==> src/hw/rtl/hrid_pkg.sv <==
package hrid_pkg;

   localparam logic [7:0] REPORT_ID_PREFIX = 8'h85;
   localparam logic [7:0] LONG_ITEM_MASK   = 8'hf0;
   localparam logic [7:0] LEN_CODE_MASK    = 8'h03;
   localparam logic [1:0] LEN_CODE_FOUR    = 2'd3;

   // One descriptor byte as it moves from the input register to the parser.
   typedef struct packed {
      logic [7:0] desc_byte;
      logic       last_byte;
   } hrid_item_type;

endpackage

==> src/hw/rtl/hid_report_id_detector_unit.sv <==
// Report ID detector for HID report descriptors.
// The req_ channel carries one descriptor byte per item in req_desc_byte;
// req_last_byte marks the final byte of a descriptor. The block walks the
// item structure and skips short item data and whole long items, so data
// bytes are never mistaken for a Report ID prefix.
// The rsp_ channel carries one item per descriptor: rsp_numbered is 1 when
// a Report ID prefix was found anywhere in the descriptor.
// An item is accepted when its valid is high and its stall is low.
// Throughput is one byte per cycle, back to back, unless a last byte waits
// for the result slot; it is set by the single parse step between the input
// register and the result register, which holds the result for rsp_valid.
// While rsp_stall holds a result, bytes that are not last keep flowing; a
// last byte waits in the input register until the result slot frees, and
// req_stall then rises only while that register is occupied.
// Synchronous reset empties both registers and returns the walker to the
// item prefix state with no Report ID seen.
module hid_report_id_detector_unit (
   input  logic       clock,
   input  logic       reset,
   input  logic       req_valid,
   output logic       req_stall,
   input  logic [7:0] req_desc_byte,
   input  logic       req_last_byte,
   output logic       rsp_valid,
   input  logic       rsp_stall,
   output logic       rsp_numbered
);
   import hrid_pkg::*;

   logic          item_valid;
   hrid_item_type item;
   logic          advance;
   logic          slot_free;
   logic          numbered;

   // A byte leaves the input register unless it is the last one and the
   // result slot is still held by the receiver.
   assign advance = item_valid & (~item.last_byte | slot_free);

   hrid_in_stage u_in_stage (
      .clock         (clock),
      .reset         (reset),
      .req_valid     (req_valid),
      .req_stall     (req_stall),
      .req_desc_byte (req_desc_byte),
      .req_last_byte (req_last_byte),
      .advance       (advance),
      .item_valid    (item_valid),
      .item          (item)
   );

   hrid_parser u_parser (
      .clock    (clock),
      .reset    (reset),
      .advance  (advance),
      .item     (item),
      .numbered (numbered)
   );

   hrid_out_stage u_out_stage (
      .clock        (clock),
      .reset        (reset),
      .load         (advance & item.last_byte),
      .numbered     (numbered),
      .slot_free    (slot_free),
      .rsp_valid    (rsp_valid),
      .rsp_stall    (rsp_stall),
      .rsp_numbered (rsp_numbered)
   );

endmodule

==> src/hw/rtl/hrid_in_stage.sv <==
module hrid_in_stage (
   input  logic                  clock,
   input  logic                  reset,
   input  logic                  req_valid,
   output logic                  req_stall,
   input  logic [7:0]            req_desc_byte,
   input  logic                  req_last_byte,
   input  logic                  advance,
   output logic                  item_valid,
   output hrid_pkg::hrid_item_type item
);
   import hrid_pkg::*;

   logic          valid_ff;
   logic          valid_in;
   hrid_item_type item_ff;

   // The register can take a new item when it is empty or its item moves on.
   assign req_stall = valid_ff & ~advance;
   assign valid_in  = req_valid ? 1'b1 : (valid_ff & ~advance);

   always_ff @(posedge clock) begin
      if (reset) begin
         valid_ff <= 1'b0;
      end else if (!req_stall) begin
         valid_ff <= valid_in;
      end
   end

   always_ff @(posedge clock) begin
      if (!req_stall && req_valid) begin
         item_ff.desc_byte <= req_desc_byte;
         item_ff.last_byte <= req_last_byte;
      end
   end

   assign item_valid = valid_ff;
   assign item       = item_ff;

endmodule

==> src/hw/rtl/hrid_parser.sv <==
module hrid_parser (
   input  logic                    clock,
   input  logic                    reset,
   input  logic                    advance,
   input  hrid_pkg::hrid_item_type item,
   output logic                    numbered
);
   import hrid_pkg::*;

   localparam logic [1:0] PH_PREFIX  = 2'd0;
   localparam logic [1:0] PH_LONGLEN = 2'd1;
   localparam logic [1:0] PH_SKIP    = 2'd2;

   logic [1:0] phase_ff, phase_in;
   logic [8:0] skip_ff, skip_in;
   logic       seen_ff, seen_in;
   logic [1:0] len_code;
   logic [8:0] short_len;

   assign len_code  = item.desc_byte[1:0] & LEN_CODE_MASK[1:0];
   assign short_len = (len_code == LEN_CODE_FOUR) ? 9'd4 : {7'd0, len_code};

   always_comb begin
      phase_in = phase_ff;
      skip_in  = skip_ff;
      seen_in  = seen_ff;
      if (phase_ff == PH_LONGLEN) begin
         // Length byte: the tag byte and the data bytes follow.
         skip_in  = {1'b0, item.desc_byte} + 9'd1;
         phase_in = PH_SKIP;
      end else if (phase_ff == PH_SKIP && skip_ff != 9'd0) begin
         skip_in = skip_ff - 9'd1;
         if (skip_ff == 9'd1) begin
            phase_in = PH_PREFIX;
         end
      end else begin
         if (item.desc_byte == REPORT_ID_PREFIX) begin
            seen_in = 1'b1;
         end
         if ((item.desc_byte & LONG_ITEM_MASK) == LONG_ITEM_MASK) begin
            phase_in = PH_LONGLEN;
            skip_in  = 9'd0;
         end else if (short_len == 9'd0) begin
            phase_in = PH_PREFIX;
            skip_in  = 9'd0;
         end else begin
            phase_in = PH_SKIP;
            skip_in  = short_len;
         end
      end
   end

   assign numbered = seen_in;

   // The last byte of a descriptor returns the walker to its starting point.
   always_ff @(posedge clock) begin
      if (reset) begin
         phase_ff <= PH_PREFIX;
         skip_ff  <= 9'd0;
         seen_ff  <= 1'b0;
      end else if (advance) begin
         if (item.last_byte) begin
            phase_ff <= PH_PREFIX;
            skip_ff  <= 9'd0;
            seen_ff  <= 1'b0;
         end else begin
            phase_ff <= phase_in;
            skip_ff  <= skip_in;
            seen_ff  <= seen_in;
         end
      end
   end

endmodule

==> src/hw/rtl/hrid_out_stage.sv <==
module hrid_out_stage (
   input  logic clock,
   input  logic reset,
   input  logic load,
   input  logic numbered,
   output logic slot_free,
   output logic rsp_valid,
   input  logic rsp_stall,
   output logic rsp_numbered
);

   logic valid_ff, valid_in;
   logic numbered_ff;

   assign slot_free = ~valid_ff | ~rsp_stall;
   assign valid_in  = load | (valid_ff & rsp_stall);

   always_ff @(posedge clock) begin
      if (reset) begin
         valid_ff <= 1'b0;
      end else begin
         valid_ff <= valid_in;
      end
   end

   always_ff @(posedge clock) begin
      if (load) begin
         numbered_ff <= numbered;
      end
   end

   assign rsp_valid    = valid_ff;
   assign rsp_numbered = numbered_ff;

endmodule

==> config.mk <==
export PLATFORM = sky130hd
export DESIGN_NAME = hid_report_id_detector_unit
export DESIGN_NICKNAME = d
export VERILOG_FILES = /design/src/hw/rtl/hrid_pkg.sv /design/src/hw/rtl/hid_report_id_detector_unit.sv /design/src/hw/rtl/hrid_in_stage.sv /design/src/hw/rtl/hrid_parser.sv /design/src/hw/rtl/hrid_out_stage.sv
export SDC_FILE = /design/constraint.sdc
export NUM_CORES = 1
export LEC_CHECK = 0
export BUFFER_PORTS_ARGS = -buffer_cell sky130_fd_sc_hd__buf_2
export CORE_UTILIZATION = 60
export CTS_CLUSTER_SIZE = 40
export DETAILED_ROUTE_END_ITERATION = 6
export MAX_ROUTING_LAYER = met4
export PLACE_DENSITY = 0.91
export SYNTH_ARGS = -nofsm -noshare
export SYNTH_HDL_FRONTEND = slang
export SYNTH_SLANG_ARGS = --single-unit
==> constraint.sdc <==
create_clock -name clock -period 3.8 [get_ports clock]
set_input_delay 0.19 -clock clock [delete_from_list [all_inputs] [get_ports clock]]
set_output_delay 0.19 -clock clock [all_outputs]
set_load 0.005 [all_outputs]
======== Word level (Yosys, flattened, before mapping) ========
Cells that the tools add are included.
W data, S select, Z words.
word-level totals
  bits in registers ....................... 24
  input bits .............................. 13
cells by class
  add/sub/neg operators ................... 2
  eq/ne operators ......................... 7
  mux-type cells .......................... 17
  bitwise gates (word level) .............. 11
  reduce and logical (&&, ||, !) cells .... 6
operator list
  kind                   number
  $mux W9                5
  $mux W2                6
  $add A8 B1 Y9 const B  1
  $eq A9 B1 Y1 const B   1
  $logic_not A9 Y1       1
  $reduce_bool A9 Y1     1
  $sub A9 B1 Y9 const B  1
  $eq A8 B8 Y1 const B   1
  $mux W1                5
  $and A1 B1 Y1          4
  $eq A2 B2 Y1 const B   2
  $eq A4 B4 Y1 const B   1
  $ne A4 B3 Y1 const B   1
  $not A1 Y1             4
  $mux W3                1
  $or A1 B1 Y1           3
  $eq A2 B1 Y1 const B   1
  $logic_and A1 B1 Y1    2
  $reduce_and A2 Y1      1
  $logic_not A1 Y1       1

======== Longest topological paths before layout ========
Gate-level depths: netlist of run 1.
  depth in word-level cells ............... 8
  gate-level depth with buffers ........... 7
  depth with buffers taken out ............ 6

======== By module ========
From an unflattened synthesis of run 1, not the netlist that was laid out.
second synthesis, totals
  cell total of the unflattened synthesis .. 147
  area, all modules ....................... 1448.9 µm²
by module, submodules not included
  module                       instances  cells each  area an instance (µm²)  sequential area each (µm²)
  hrid_parser                  1          126         1047.3                  240.2
  hrid_in_stage                1          13          320.3                   290.3
  hrid_out_stage               1          5           62.6                    50.0
  hid_report_id_detector_unit  1          3           18.8                    0.0

======== Least setup slack after synthesis of run 1 ========
OpenSTA, ideal clock, no wires.
  kind .................................... register -> register
  start point ............................. register u_parser.skip_ff[1]
  end point ............................... register u_parser.skip_ff[7]
  setup time .............................. 0.117 ns
  arrival time ............................ 1.630 ns
  path slack .............................. 2.053 ns
  stages on the path, launching flop included .. 7
  buffers on the path ..................... 0
  period minus slack after synthesis ...... 1.747 ns
  path through ............................ dfxtp_1 -> inv_1 -> ha_1 -> or4b_4 -> o21ai_4 -> a21oi_1 -> a32o_1
on the way
  longest elaborated chain between the ends .. 5
  elaborated cells between the ends (all ways) .. 6
  classes of those cells .................. add/sub: 1; mux: 3; reduce/logical: 2
RTL lines
  element                                                                line               text
  start, declared                                                        hrid_parser.sv:15  logic [8:0] skip_ff, skip_in;
  start signal, assigned                                                 hrid_parser.sv:68  skip_ff <= skip_in;
  parallel branches: the longest is 2 deep, another holds $sub A9 B1 Y9  -
  $mux W9 (*)                                                            hrid_parser.sv:31  end else if (phase_ff == PH_SKIP && skip_ff != 9'd0) begin
  $mux W9 (*)                                                            hrid_parser.sv:27  if (phase_ff == PH_LONGLEN) begin
  $mux W9 (*)                                                            hrid_parser.sv:62  if (item.last_byte) begin
Every way passes the cells marked *.
A chain may end at the register's enable or synchronous reset.

======== Final worst setup path of run 1 ========
Ends and elaborated chain as after synthesis.

==> metrics.cfg, run 1 <==
[drt]
drtIter0Drc = 38
vias = 1284
route.detailed.drc = 0
drtAntennaViolNets = 0
post_drt_wl_per_cell_um = 16.4
routed_via_density = 6.55
dr.pass1.iters = 5
drt_wl_total_um = 3220

[finish]
drive_gt1_share_pct = 16.7
most-common-layout-cells = buf_2, dfxtp_1, a21oi_1
n_fill_cell = 183
fin_cells = 196
nNetsFinal = 190
area_growth_syn_to_layout_pct = 9.92
multi_input_area_um2 = 807
final_common_cell = buf_2
fin_util_pct = 70.7
n_antenna_cell = 0
regArea_um2 = 581

[clocking]
htreeDepth = 1
cts.reportedPaths.clkPinSlew_ns = 0.16
cts_buffer_depth = 2
cts.root.buffer_cell = clkbuf_4
cts_tree = done
worstSkewPairLatency_ns = 0.34
numCtsBuffers = 3
cts_resized = 0
cts_sinks = 24
postCtsSetupRepairBufs = 0

[setup_path]
critPathKind = flop to flop
startpoint_type = flop
end_kind = flop
arrival_ns = 2.23
crit_fanout = 7
r2r_cells = 6
critical_path_required_ns = 4.02

[min_path]
hold_depth = 1
hp-class = input pin to flop

[logic_synthesis]
synthCells = 153
syn-cell-area_um2 = 1450
synth_edf_count = 10
synth_warnings = 0
synthArstFlopShare_pct = 0
syn_avg_cell_area_um2 = 9.48
synth_fp_nets = 174
synth_seq_cells = 24
synth_cell_types = 47
ys.flop_type = dfxtp_1
ys_seq_area_share_pct = 40.0

[global_routing]
grt_pass1_vias = 1181
antenna_found_initial = 0
grt_max_degree = 15
grt_pass1_wl_um = 5230
track_usage_pct = 28.3
grt_overflow_total = 0

[job]
drv_cap = 0

[timing]
worst_slack_ns = 1.80
rsz0062_at_grt = false
setup_viol = 0
slew_violations = 0
min_period_over_period_pct = 52.8
hold_violations = 0
layout_min_cycle_time_ns = 2.00
slew-limit-headroom_pct = 53.5
max_freq_mhz = 499
fin_tns_setup_ns = 0
fin_worst_skew_ns = 0.0212
tightest_slew_ns = 0.696

[placement]
place_ws_ns = 1.87
dpl.hpwl_um = 2430
gp_congestion = 0.929
port_buffers = 15
placed_cells = 191

[floorplan]
fp.dieW_um = 51.2
chipHeight_um = 51.2
core_um2 = 2250
die_area_um2 = 2620
num_rows = 17
initial_core_util_pct = 64.3
io_pins = 16

[power]
finalPower_mw = 0.530
power.density_nw_per_um2 = 333
total_leakage_power_nw = 0.597
ir_drop_v = 0.000274

[outcome]
outcome = finished, final reports clean

[synthesized netlist by cell type (all sizes together), types with 6 or more instances]
library cell  number  area share [%]
a21oi             13             4.5
dfxtp             14              19
edfxtp            10              21
ha                 8             6.9
inv                9             2.3
nand2              6             1.6
nand3             10             3.5
o21ai             11             4.6
or3                6             2.7
[flip-flops by register name (all words and copies together), names as in the netlist]
| name | flops |
|---|---|
| u_parser.seen_ff | 1 |
| u_in_stage.item_valid | 1 |
| u_parser.phase_ff | 2 |
| u_out_stage.rsp_numbered | 1 |
| u_parser.skip_ff | 9 |
| u_out_stage.rsp_valid | 1 |
| u_in_stage.item | 9 |
[report_power, final]
| part | leakage [nW] | internal [mW] | total (mW) | switching (mW) |
|---|---|---|---|---|
| clock network | 0.0279 | 0.107 | 0.192 | 0.0853 |
| logic | 0.358 | 0.0221 | 0.0504 | 0.0284 |
| registers | 0.211 | 0.277 | 0.288 | 0.0103 |
[worst max-delay path, stage by stage, from the launching register on]
cell     delay, ns
dfxtp_1       0.38
inv_1         0.10
ha_1          0.22
or4b_4        0.50
o21ai_4       0.26
a21oi_1       0.15
a32o_1        0.29
[routing by layer]
metal | vias up | routed length (um) | GRT usage (%)
li1 | 624 | - | -
met1 | 616 | 1410 | 34.4
met2 | 38 | 1630 | 45.6
met3 | 6 | 111 | 4.46
met4 | 0 | 69 | 13.9
met5 | - | 0 | -
[through the flow]
stage               instance area, um^2  hold slack [ns]
finish                             1590           0.0132
detailed placement                 1530            0.368
global placement                   1530            0.366
global route                       1590          0.00360
floorplan                          1450            0.289
CTS                                1580           0.0248
[cells by family (layout without fill, tap and decap cells)]
group	count (synthesis)	count (layout)	share of synthesized area [%]
simple gates	54	54	22.4
buf+inv	14	29	4.31
compound gates	48	48	23.2
xor+xnor	4	4	2.42
mux	1	1	0.690
fa+ha+maj	8	8	6.90
flops	24	24	40.0
[path summary, 6_finish.rpt]
check	slack, ns	startpoint	end
worst max-delay path	1.80	u_parser.skip_ff[1]	u_parser.skip_ff[7]
worst min-delay path	0.01	req_desc_byte[1]	u_in_stage.item[2]
worst max register to register	1.80	u_parser.skip_ff[1]	u_parser.skip_ff[7]
worst min register to register	0.52	u_parser.seen_ff	u_parser.seen_ff
[cell type report]
| type | instances | area share (%) |
|---|---|---|
| well taps | 28 | 2.20 |
| clock inverters | 1 | 1.88 |
| multi-input cells | 115 | 50.6 |
| inverters | 9 | 2.12 |
| flip-flops and latches | 24 | 36.4 |
| clock buffers | 3 | 1.41 |
| repair buffers | 16 | 5.34 |
[repair_timing]
item                                    in CTS  in global routing
endpoints found under the hold margin        0                  1
hold buffers                                 0                  1
endpoints found under the setup margin       0                  0
Note: power is estimated with default switching activity, not from simulation.
==> inputs of run 2 (changes only) <==
CORE_UTILIZATION = 57   (was 60)
PLACE_DENSITY = 0.88   (was 0.91)
clock period = 2 ns   (was 3.8 ns; I/O delays follow)
==> metrics.cfg, run 2 (synthesis gave the netlist of run 1 again) <==
[outcome]
outcome = finished, final reports clean

[power]
ir_drop_v = 0.000458  ; +67%
power.density_nw_per_um2 = 529  ; +59%
total_leakage_power_nw = 0.629  ; +5.5%

[clocking]
cts.root.buffer_cell = clkbuf_4
htreeDepth = 1  ; unchanged
cts_buffer_depth = 2  ; unchanged
worstSkewPairLatency_ns = 0.32  ; -0.02 ns
cts_tree = done
cts.reportedPaths.clkPinSlew_ns = 0.14  ; -0.02 ns
cts_sinks = 24  ; unchanged
numCtsBuffers = 3  ; unchanged

[finish]
nNetsFinal = 201  ; +5.8%
final_common_cell = buf_2
fin_cells = 207  ; +5.6%
n_antenna_cell = 0  ; unchanged
n_fill_cell = 173  ; -5.5%
drive_gt1_share_pct = 17.3  ; +0.65 points
most-common-layout-cells = buf_2, dfxtp_1, a21oi_1
area_growth_syn_to_layout_pct = 15.4

[placement]
port_buffers = 15  ; unchanged
dpl.hpwl_um = 2360  ; -2.7%
gp_congestion = 0.880  ; -5.4%
placed_cells = 192  ; +0.52%

[global_routing]
antenna_found_initial = 0  ; unchanged
grt_max_degree = 14  ; -1
track_usage_pct = 30.3  ; +2.0 points
grt_pass1_wl_um = 5840  ; +12%
grt_pass1_vias = 1321  ; +12%
grt_overflow_total = 0  ; unchanged

[min_path]
hold_depth = 2  ; +1
hp-start = req_valid
holdPathEnd = u_in_stage.item_valid
hp-class = input pin to flop

[setup_path]
cp_top_family = compound AO/OA/AOI/OAI gates
r2r_cells = 6  ; unchanged
critical_path_required_ns = 2.23  ; -1.79 ns
worstReg2RegStart = u_parser.skip_ff[1]
path_cells = inv_1 > ha_2 > or4b_4 > o21ai_4 > a21oi_1 > a32o_1
end_kind = flop
critPathBufInv = 1  ; unchanged
slowest_delay_ns = 0.49  ; about the same
timing.rr.end = u_parser.skip_ff[7]
crit_fanout = 5  ; -2
r2r_slack_ns = 0.07  ; -1.73 ns
critPathKind = flop to flop
startpoint_type = flop
slowest_stage = or4b_4
arrival_ns = 2.16  ; -0.07 ns

[timing]
tightest_slew_ns = 0.537  ; -0.159 ns
layout_min_cycle_time_ns = 1.93  ; -0.0700 ns
fin_worst_skew_ns = 0.0102  ; -0.0110 ns
setup_viol = 0  ; unchanged
min_period_over_period_pct = 96.7  ; +44 points
slew-limit-headroom_pct = 63.9  ; +10 points
slew_violations = 0  ; unchanged
hold_violations = 0  ; unchanged
fin_tns_setup_ns = 0  ; unchanged
max_freq_mhz = 517  ; +3.6%

[floorplan]
core_um2 = 2300  ; +1.9%
io_pins = 16  ; unchanged
fp.dieW_um = 52.4  ; +2.5%
num_rows = 17  ; unchanged
chipHeight_um = 52.4  ; +2.5%
die_area_um2 = 2750  ; +5.1%
initial_core_util_pct = 63.1  ; -1.2 points

[drt]
routed_via_density = 6.52  ; -0.45%
drt_wl_total_um = 3560  ; +10%
route.detailed.drc = 0  ; unchanged
drtIter0Drc = 65  ; +71%
dr.pass1.iters = 4  ; -1
vias = 1350  ; +5.1%
post_drt_wl_per_cell_um = 17.2  ; +4.6%
drtAntennaViolNets = 0  ; unchanged

[job]
drv_cap = 0  ; unchanged

## run 2: power by group
part / switching [mW] / internal [mW] / leakage (nW)
registers: 0.0206 / 0.527 / 0.211
logic: 0.0592 / 0.0542 / 0.403
clock network: 0.146 / 0.0779 / 0.0150
total: 0.226 / 0.659 / 0.629
## run 2: layout make-up
| cell class | count | area, um^2 | area share [%] |
|---|---|---|---|
| Multi-Input combinational cell | 115 | 810 | 48.4 |
| Sequential cell | 24 | 581 | 34.7 |
| Timing Repair Buffer | 27 | 188 | 11.2 |
| Tap cell | 28 | 35.0 | 2.09 |
| Inverter | 9 | 33.8 | 2.02 |
| Clock buffer | 4 | 26.3 | 1.57 |
## run 2: per-layer routing
| metal | vias up | wire length (um) | global-route usage [%] |
|---|---|---|---|
| li1 | 645 | - | - |
| met4 | 0 | 76 | 14.0 |
| met2 | 62 | 1780 | 50.8 |
| met5 | - | 0 | - |
| met3 | 13 | 220 | 4.35 |
| met1 | 630 | 1480 | 35.8 |
## run 2: worst max path at each step
stage / cells past startpoint / slack (ns) / to / start
finish: 6 / 0.07 / u_parser.skip_ff[7] / u_parser.skip_ff[1]
global placement: 6 / 0.15 / u_parser.skip_ff[7] / u_parser.skip_ff[1]
detailed placement: 6 / 0.06 / u_parser.skip_ff[7] / u_parser.skip_ff[1]
CTS: 6 / 0.04 / u_parser.skip_ff[7] / u_parser.skip_ff[1]
floorplan: 6 / 0.25 / u_parser.skip_ff[7] / u_parser.skip_ff[1]
global route: 6 / -0.01 / u_parser.skip_ff[7] / u_parser.skip_ff[1]
## run 2: timing repair
item,CTS,global route
hold buffers,9,0
gates resized for setup,0,1
buffers inserted,0,2
hold endpoints to repair,9,0
endpoints found under the setup margin,0,4
## run 2: per-stage QoR
stage / cell area [um^2] / total power, mW / hold slack, ns / worst slack (ns) / utilization [%]
final: 1670 / 0.884 / 0.0498 / 0.0650 / 72.8
after global routing: 1670 / 0.923 / 0.0443 / -0.0126 / 72.8
after CTS: 1660 / 0.872 / 0.0192 / 0.0369 / 72.1
after detailed placement: 1540 / 0.650 / 0.278 / 0.0601 / 67.0
after global placement: 1540 / 0.645 / 0.277 / 0.149 / 67.0
after floorplan: 1450 / 0.617 / 0.199 / 0.253 / -
